==> config.mk <==
export PLATFORM = sky130hd
export DESIGN_NAME = icu_ctrl
export DESIGN_NICKNAME = d
export VERILOG_FILES = /design/src/rtl/core/icu_pkg.sv /design/src/rtl/core/icu_ctrl.sv
export SDC_FILE = /design/constraint.sdc
export NUM_CORES = 1
export LEC_CHECK = 0
export ABC_AREA = 1
export BUFFER_PORTS_ARGS = -buffer_cell sky130_fd_sc_hd__buf_2
export CORE_AREA = 2 2 39 41
export CTS_CLUSTER_SIZE = 16
export DETAILED_ROUTE_END_ITERATION = 8
export DIE_AREA = 0 0 41 43
export GPL_ROUTABILITY_DRIVEN = 0
export PLACE_DENSITY = 0.45
export SYNTH_ARGS = -nofsm -noshare
export SYNTH_HDL_FRONTEND = slang
export SYNTH_SLANG_ARGS = --single-unit
==> constraint.sdc <==
create_clock -name i_clk -period 1.7 [get_ports i_clk]
set_input_delay 0.085 -clock i_clk [delete_from_list [all_inputs] [get_ports i_clk]]
set_output_delay 0.085 -clock i_clk [all_outputs]
set_load 0.03 [all_outputs]
==> src/rtl/core/icu_pkg.sv <==
// shared types, constants and lookup tables of the integer combinatorics unit
package icu_pkg;

    localparam int DATA_W = 64;
    localparam int ARG_W  = 6;
    localparam int CNT_W  = 6;

    localparam logic [ARG_W-1:0] MAX_FACTORIAL_ARG        = 6'd20;
    localparam logic [ARG_W-1:0] MAX_DOUBLE_FACTORIAL_ARG = 6'd33;

    // largest exact result: 33!!
    localparam logic [DATA_W-1:0] MAX_RESULT = 64'd6332659870762850625;

    typedef enum logic [1:0] {
        FUNC_FACT  = 2'd0,
        FUNC_DFACT = 2'd1,
        FUNC_PERM  = 2'd2,
        FUNC_COMB  = 2'd3
    } t_func;

    // controller to datapath
    typedef struct packed {
        logic capture;
        logic eval;
        logic div_start;
        logic div_second;
        logic div_step;
        logic out_load;
    } t_dp_cmd;

    // datapath to controller
    typedef struct packed {
        logic divide;
        logic two_div;
        logic div_last;
        logic out_free;
    } t_dp_sts;

    function automatic logic [DATA_W-1:0] fact(input logic [4:0] k);
        logic [DATA_W-1:0] v;
        case (k)
            5'd0:    v = 64'd1;
            5'd1:    v = 64'd1;
            5'd2:    v = 64'd2;
            5'd3:    v = 64'd6;
            5'd4:    v = 64'd24;
            5'd5:    v = 64'd120;
            5'd6:    v = 64'd720;
            5'd7:    v = 64'd5040;
            5'd8:    v = 64'd40320;
            5'd9:    v = 64'd362880;
            5'd10:   v = 64'd3628800;
            5'd11:   v = 64'd39916800;
            5'd12:   v = 64'd479001600;
            5'd13:   v = 64'd6227020800;
            5'd14:   v = 64'd87178291200;
            5'd15:   v = 64'd1307674368000;
            5'd16:   v = 64'd20922789888000;
            5'd17:   v = 64'd355687428096000;
            5'd18:   v = 64'd6402373705728000;
            5'd19:   v = 64'd121645100408832000;
            5'd20:   v = 64'd2432902008176640000;
            default: v = '0;
        endcase
        return v;
    endfunction

    function automatic logic [DATA_W-1:0] dfact(input logic [5:0] k);
        logic [DATA_W-1:0] v;
        case (k)
            6'd0:    v = 64'd1;
            6'd1:    v = 64'd1;
            6'd2:    v = 64'd2;
            6'd3:    v = 64'd3;
            6'd4:    v = 64'd8;
            6'd5:    v = 64'd15;
            6'd6:    v = 64'd48;
            6'd7:    v = 64'd105;
            6'd8:    v = 64'd384;
            6'd9:    v = 64'd945;
            6'd10:   v = 64'd3840;
            6'd11:   v = 64'd10395;
            6'd12:   v = 64'd46080;
            6'd13:   v = 64'd135135;
            6'd14:   v = 64'd645120;
            6'd15:   v = 64'd2027025;
            6'd16:   v = 64'd10321920;
            6'd17:   v = 64'd34459425;
            6'd18:   v = 64'd185794560;
            6'd19:   v = 64'd654729075;
            6'd20:   v = 64'd3715891200;
            6'd21:   v = 64'd13749310575;
            6'd22:   v = 64'd81749606400;
            6'd23:   v = 64'd316234143225;
            6'd24:   v = 64'd1961990553600;
            6'd25:   v = 64'd7905853580625;
            6'd26:   v = 64'd51011754393600;
            6'd27:   v = 64'd213458046676875;
            6'd28:   v = 64'd1428329123020800;
            6'd29:   v = 64'd6190283353629375;
            6'd30:   v = 64'd42849873690624000;
            6'd31:   v = 64'd191898783962510625;
            6'd32:   v = 64'd1371195958099968000;
            6'd33:   v = 64'd6332659870762850625;
            default: v = '0;
        endcase
        return v;
    endfunction

endpackage

==> src/rtl/core/icu_ctrl.sv <==
// controller: sequences capture, decode, divisions and result hand-off
module icu_ctrl (
    input  logic              i_clk,
    input  logic              i_rst_n,
    input  logic              i_valid,
    output logic              o_ready,
    input  icu_pkg::t_dp_sts  i_sts,
    output icu_pkg::t_dp_cmd  o_cmd
);

    typedef enum logic [2:0] {
        S_IDLE,
        S_EVAL,
        S_DIV1,
        S_MID,
        S_DIV2,
        S_DONE
    } t_state;

    t_state r_state;
    t_state n_state;
    logic   r_ready;
    logic   n_ready;

    always_comb begin
        n_state = r_state;
        n_ready = r_ready;
        o_cmd   = '0;
        case (r_state)
            S_IDLE: begin
                if (i_valid && r_ready) begin
                    o_cmd.capture = 1'b1;
                    n_state       = S_EVAL;
                    n_ready       = 1'b0;
                end else begin
                    // ready rises in the cycle after reset is released
                    n_ready = 1'b1;
                end
            end
            S_EVAL: begin
                if (i_sts.divide) begin
                    o_cmd.div_start = 1'b1;
                    n_state         = S_DIV1;
                end else begin
                    o_cmd.eval = 1'b1;
                    n_state    = S_DONE;
                end
            end
            S_DIV1: begin
                o_cmd.div_step = 1'b1;
                if (i_sts.div_last) begin
                    n_state = i_sts.two_div ? S_MID : S_DONE;
                end
            end
            S_MID: begin
                o_cmd.div_start  = 1'b1;
                o_cmd.div_second = 1'b1;
                n_state          = S_DIV2;
            end
            S_DIV2: begin
                o_cmd.div_step = 1'b1;
                if (i_sts.div_last) begin
                    n_state = S_DONE;
                end
            end
            S_DONE: begin
                if (i_sts.out_free) begin
                    o_cmd.out_load = 1'b1;
                    n_state        = S_IDLE;
                    n_ready        = 1'b1;
                end
            end
            default: begin
                n_state = S_IDLE;
                n_ready = 1'b1;
            end
        endcase
    end

    always_ff @(posedge i_clk) begin
        if (!i_rst_n) begin
            r_state <= S_IDLE;
            r_ready <= 1'b0;
        end else begin
            r_state <= n_state;
            r_ready <= n_ready;
        end
    end

    assign o_ready = r_ready;

endmodule

== Word-level counts from Yosys, hierarchy flattened ==
Index checks and enable logic that the tools add are counted.
Widths: inputs -> output; s select.

* Register bits: 4
* Input bits: 7

* Reduce and logical (&&, ||, !) cells: 6
* Bitwise logic cells: 1
* Multiplexer cells: 20
* Eq/ne operators: 9

{| class="wikitable"
|+ Operator list
! operator !! number
|-
| $mux 3 || 6
|-
| $pmux 3 s6 || 1
|-
| $mux 1 || 11
|-
| $ne 2x2->1 const B || 4
|-
| $eq 3x2->1 const B || 2
|-
| $eq 3x3->1 const B || 2
|-
| $reduce_and 4->1 || 1
|-
| $reduce_or 4->1 || 1
|-
| $eq 3x1->1 const B || 1
|-
| $logic_not 3->1 || 1
|-
| $pmux 1 s3 || 1
|-
| $pmux 1 s2 || 1
|-
| $reduce_and 2->1 || 1
|-
| $reduce_or 2->1 || 1
|-
| $logic_and 1x1->1 || 1
|-
| $not 1->1 || 1
|}

== Longest topological paths before layout ==
Gate-level depths: netlist (run 1).

* Word-level depth: 4
* Mapped depth: 9

== Worst setup path before layout (run 1) ==
No wires, ideal clock.

* Path kind: reg2out
* Start: register r_state[1]
* End: output o_cmd[3] (netlist name)
* Arrival time: 1.292 ns
* Stages on the path, launching flop included: 5
* Required time: 1.615 ns
* Path slack: 0.323 ns
* Cells stage by stage: dfxtp_1 > inv_2 > nor2_2 > inv_1 > o21ai_0

{| class="wikitable"
|+ RTL lines
! what !! line !! source
|-
| from (decl) || icu_ctrl.sv:20 || <nowiki>t_state r_state;</nowiki>
|-
| from (signal assigned) || icu_ctrl.sv:85 || <nowiki>r_state <= n_state;</nowiki>
|-
| to (decl) || icu_ctrl.sv:8 || <nowiki>output icu_pkg::t_dp_cmd o_cmd</nowiki>
|}

==> impl_metrics.ini, run 1 <==
[outcome]
status = completed

[yosys]
synth_edf_count = 0
synthCells = 56
synth_cell_types = 14
synth_top_area_share = 0.238
syn_avg_cell_area_um2 = 6.01
yosysTopAreaCell = dfxtp_1
syn_nets = 63
yosysWarnings = 0
synth_common_cells = inv_1, nor2_1, nand3_1, nand2_1
ys.flop_type = dfxtp_1
synth_async_sr_flop_share = 0
ys_seq_elements = 4
seq_area_frac_synth = 0.238
netlist_area_um2 = 337
synthTopCellsByArea = dfxtp_1, inv_1, nor2_1, nand3_1, nor2_2

[die]
die_area_um2 = 1760
rows = 14
die_w_um = 41
start_util = 0.243
design.portCount = 14
core_area_um2 = 1380
chipHeight_um = 43

[clock_tree]
cts_tree = done
hold_buffers = 0
h-tree-depth = 1
cts_made_buffers = 3
clkLatencyLatePin_ns = 0.23
path_clk_slew_ns = 0.04
post_cts_buffers = 0
clock_path_buffers = 2
root_buffer = clkbuf_4
cts_resized = 0
cts_num_sinks = 4

[timing]
fin_crit_ns = 1.32
timing.final.hold_violations = 0
finalSetupViolations = 0
fmax_mhz = 755
whs_ns = 0.103
period_share = 0.779
tns_ns = 0
worst_pin_slew_ns = 0.231
relSlewSlack = 0.846
drv_slew = 0
fin_skew_ns = 0.00463
rsz0062_at_grt = no

[final_layout]
antenna_cells = 0
seq_area_um2 = 80.1
area_delta_synth_final_pct = 32.0
multiInputGateArea_um2 = 208
final_layout_size_suffix_gt1_frac = 0.417
fin_nets = 81
nFillCells = 167

[worst_setup_path]
cp.arrival_ns = 1.24
critPathLaunchType = register
path_max_fanout = 4
critPathCaptureType = output pin
worstSetupPathType = reg2out
reg2reg_slack_ns = 0.50
cp_data_required_time_ns = 1.62

[power]
p_switching_w = 0.000321
power_frac_comb = 0.583
p_sw_frac = 0.504
p_leak_nw = 0.244
p_clk_frac = 0.181
p_per_area_nw_per_um2 = 1440
ir_drop_uv = 590
p_seq_frac = 0.236
intPower_w = 0.000316

[detailed_routing]
wl_per_cell_um = 8.17
vias_per_cell = 4.18
drt_iter0_drc = 3
post-route-drc-count = 0
num_vias = 368
dr.pass1.iters = 4
routed_wl_um = 719
detail-route-antenna-nets = 0

[place]
portBuffers = 13
dp_hpwl_um = 624

[grt]
antenna_found_initial = 0
grt_pass1_vias = 340
grt_overflow_total = 0
grt_max_degree = 7
grt_pass1_wl_um = 1230
track_usage = 0.107

[flow_run]
max_cap_violations = 0

[worst_hold_path]
hp-class = in2reg
[registers in the layout (all words and copies together), names as in the netlist]
name,flops
o_ready,1
r_state,3
[critical path, stage by stage, from the launching register on]
cell and delay [ns]:
dfxtp_1 0.41, inv_2 0.06, nor2_2 0.13, inv_1 0.06
o21ai_0 0.13, buf_2 0.21
[kinds of logic (layout without fill, tap and decap cells)]
logic type             count (synthesis)  after routing  synth area share
AOI/OAI and AO/OA                      7              7             0.115
and+or+nand+nor                       32             32             0.502
buffers and inverters                 13             29             0.145
DFF                                    4              4             0.238
[per-stage QoR]
stage          power [W]   util  std cells  worst slack (ns)  instance area, um^2
3_5_place_dp    0.000528  0.305         85             0.495                  422
2_1_floorplan   0.000447      -         56             0.323                  337
5_1_grt         0.000715  0.321         88             0.227                  444
3_3_place_gp    0.000531  0.305         85             0.501                  422
4_1_cts         0.000652  0.321         88             0.366                  444
6_report        0.000638  0.321         88             0.376                  444
[routing by layer]
| layer | up-vias | wire length (um) | GRT usage |
|---|---|---|---|
| met3 | 2 | 61 | 0.0314 |
| met1 | 147 | 332 | 0.125 |
| met2 | 15 | 312 | 0.147 |
| met4 | 0 | 13 | 0.100 |
| met5 | - | 0 | 0 |
| li1 | 204 | - | - |
[layout make-up]
class | count | area share
inverters | 13 | 0.110
clock buffers | 3 | 0.0507
repair buffers | 13 | 0.146
well taps | 16 | 0.0451
flip-flops and latches | 4 | 0.180
multi-input cells | 39 | 0.468
[power by group through the flow]
stage                     Sequential (W)  Combinational, W  Clock [W]
after global placement          0.000153          0.000378          0
after global routing            0.000155          0.000431   0.000130
after detailed placement        0.000152          0.000376          0
after floorplan                 0.000165          0.000282          0
final                           0.000150          0.000372   0.000115
after CTS                       0.000150          0.000378   0.000123
[worst paths after layout]
check | from | to | depth (start not counted)
worst min register to register | o_ready$_SDFFE_PN0P_ | o_ready$_SDFFE_PN0P_ | 2
worst min-delay path | i_rst_n | o_ready$_SDFFE_PN0P_ | 3
worst max register to register | r_state[0]$_SDFFE_PN0P_ | r_state[2]$_SDFFE_PN0P_ | 7
worst max-delay path | r_state[1]$_SDFFE_PN0P_ | o_cmd[3] | 5
[placed cells by master, fill, tap and decap left out]
cell | netlist | final
nand2_2 | 3 | 3
nor2_1 | 10 | 10
inv_1 | 10 | 10
nor2_4 | 1 | 1
nor2_2 | 4 | 4
o21ai_0 | 3 | 3
nand2_4 | 2 | 2
dfxtp_1 | 4 | 4
buf_2 | 0 | 13
nand3_1 | 7 | 7
nand2_1 | 5 | 5
inv_2 | 3 | 3
clkbuf_4 | 0 | 3
a21oi_2 | 1 | 1
a21oi_1 | 1 | 1
o21ai_1 | 2 | 2
(Power assumes the default switching activity.)
==> inputs of run 2 (changes only) <==
--- a/config.mk
+++ b/config.mk
@@ -5,14 +5,14 @@
 export SDC_FILE = /design/constraint.sdc
 export NUM_CORES = 1
 export LEC_CHECK = 0
-export ABC_AREA = 1
+export ABC_AREA = 0
 export BUFFER_PORTS_ARGS = -buffer_cell sky130_fd_sc_hd__buf_2
 export CORE_AREA = 2 2 39 41
 export CTS_CLUSTER_SIZE = 16
 export DETAILED_ROUTE_END_ITERATION = 8
 export DIE_AREA = 0 0 41 43
 export GPL_ROUTABILITY_DRIVEN = 0
-export PLACE_DENSITY = 0.45
+export PLACE_DENSITY = 0.46
 export SYNTH_ARGS = -nofsm -noshare
 export SYNTH_HDL_FRONTEND = slang
 export SYNTH_SLANG_ARGS = --single-unit
==> constraint.sdc (replaced) <==
create_clock -name i_clk -period 1.1 [get_ports i_clk]
set_input_delay 0.055 -clock i_clk [delete_from_list [all_inputs] [get_ports i_clk]]
set_output_delay 0.055 -clock i_clk [all_outputs]
set_load 0.03 [all_outputs]
==> run 2 against run 1 <==
The flow now finishes with violations (setup timing). Flip-flop and latch count stayed put. Final cell count is 1.1% lower. Utilization is 20 points higher. Combinational power grew to 2.8 times the previous value. Register-to-register slack worse by 0.66 ns. Die area stayed put. Critical endpoint is now o_cmd[0].
==> impl_metrics.ini, run 2 <==
[outcome]
status = finished, violations left
failed_checks = setup timing

[worst_hold_path]
worstHoldStart = i_rst_n
hp-class = in2reg

[yosys]
synthCells = 44
synth_common_cells = nor2_1, dfxtp_1, nor3_1
ys.flop_type = dfxtp_1
syn_nets = 51
syn_avg_cell_area_um2 = 7.68
synth_cell_types = 28
yosysWarnings = 0
synth_async_sr_flop_share = 0
synth.most_common_cell = nor2_1
ys_seq_elements = 4
synth_top_area_share = 0.237
synth_edf_count = 0
seq_area_frac_synth = 0.237
synthTopCellsByArea = dfxtp_1, nor2_1, o311ai_2, nor3_1, nor3b_1
netlist_area_um2 = 338
yosysTopAreaCell = dfxtp_1

[worst_setup_path]
cp_data_required_time_ns = 1.04
crit_chain = buf_6 -> and2b_2 -> and3_4 -> buf_6
worstSetupStartpoint = r_state[2]$_SDFFE_PN0P_
worstSetupPathType = reg2out
critPathLaunchType = register
cpMaxStageDelayCell = dfxtp_4
worstReg2RegStart = r_state[2]$_SDFFE_PN0P_
crit_top_cell = buf_6
critPathCaptureType = output pin
max_stage_delay_ns = 0.36
path_max_fanout = 4
cp.arrival_ns = 1.22

[clock_tree]
path_clk_slew_ns = 0.05
h-tree-depth = 1
hold_buffers = 0
cts_tree = done
root_buffer = clkbuf_4
clock_path_buffers = 2
clkLatencyLatePin_ns = 0.25
cts_num_sinks = 4
cts_made_buffers = 3

[grt]
grt_max_degree = 7
antenna_found_initial = 0
grt_overflow_total = 0
track_usage = 0.175
grt_pass1_wl_um = 2010
grt_pass1_vias = 430

[flow_run]
max_cap_violations = 0

[detailed_routing]
post-route-drc-count = 0
vias_per_cell = 5.23
num_vias = 455
routed_wl_um = 1290
detail-route-antenna-nets = 0
dr.pass1.iters = 4
drt_iter0_drc = 10
wl_per_cell_um = 14.8

[final_layout]
layout_common_cells = buf_6, buf_2, buf_4, dfxtp_4
fin_nets = 79
final_layout_size_suffix_gt1_frac = 0.761
finish.instance_area_um2 = 716
largest_reg_flops = 3
final_common_cell = buf_6
regMostFlops = r_state
antenna_cells = 0
post-route-util = 0.517
area_delta_synth_final_pct = 112

[power]
p_leak_nw = 0.296
ir_drop_uv = 882
p_per_area_nw_per_um2 = 2180

[die]
core_area_um2 = 1380
design.portCount = 14
chipHeight_um = 43
die_w_um = 41
start_util = 0.244
rows = 14
die_area_um2 = 1760

[timing]
worst_pin_slew_ns = 0.253
drv_slew = 0
rsz0062_at_grt = yes
period_share = 1.16
timing.final.hold_violations = 0
finalSetupViolations = 8
relSlewSlack = 0.831
setup_ws_ns = -0.173
fmax_mhz = 785
fin_crit_ns = 1.27
fin_skew_ns = 0.0107

[place]
post_dp_cell_area_um2 = 495
dp_hpwl_um = 680
portBuffers = 13
## run 2: cells by family after synthesis
logic type             count (synthesis)  synth area share
AO/OA/AOI/OAI                         13             0.311
flip-flops                             4             0.237
buffers and inverters                  6             0.104
XOR/XNOR                               1            0.0259
AND/OR/NAND/NOR                       20             0.322
## run 2: critical path, delay by kind of cell, from the launching register on
family        cells  cell delay, ns
simple gates      2            0.37
buf+inv           2            0.26
flops             1            0.36
## run 2: final cells by class
type,instances,area (um^2)
fillers,112,668
multi-input cells,34,329
repair buffers,26,231
flip-flops and latches,4,95.1
clock buffers,4,26.3
well taps,16,20.0
inverters,3,13.8
## run 2: final timing paths
check / to / slack (ns) / depth (start not counted)
worst max-delay path: o_cmd[0] / -0.17 / 4
worst min-delay path: o_ready$_SDFFE_PN0P_ / 0.13 / 2
worst max register to register: r_state[2]$_SDFFE_PN0P_ / -0.16 / 5
worst min register to register: o_ready$_SDFFE_PN0P_ / 0.70 / 3
## run 2: repair_timing
item / in CTS / in global routing
gates resized for setup: 29 / 15
pin swaps: 11 / 9
buffers inserted: 4 / 0
endpoints found under the hold margin: 0 / 0
setup endpoints to repair: 10 / 10
## run 2: per-stage QoR
| stage | TNS [ns] | instances | hold WS, ns | setup WS [ns] | total power, W |
|---|---|---|---|---|---|
| floorplan | -0.125 | 44 | 0.178 | -0.0637 | 0.000725 |
| global placement | -0.536 | 79 | 0.383 | -0.131 | 0.000978 |
| detailed placement | -0.436 | 79 | 0.373 | -0.115 | 0.000965 |
| CTS | -0.952 | 87 | 0.110 | -0.152 | 0.00141 |
| global route | -1.29 | 87 | 0.128 | -0.202 | 0.00164 |
| finish | -0.953 | 87 | 0.125 | -0.173 | 0.00156 |
## run 2: where the power goes
part / total [W] / switching (W) / internal, W
Combinational: 0.00105 / 0.000513 / 0.000533
Sequential: 0.000297 / 0.0000846 / 0.000212
Clock: 0.000215 / 0.0000777 / 0.000137
Total: 0.00156 / 0.000675 / 0.000883
## run 2: metal layers
metal	share of wire	wire length [um]	track usage
met1	0.42	537	0.196
met2	0.54	698	0.288
met3	0.029	37	0.0314
met4	0.013	17	0.100
met5	0	0	0
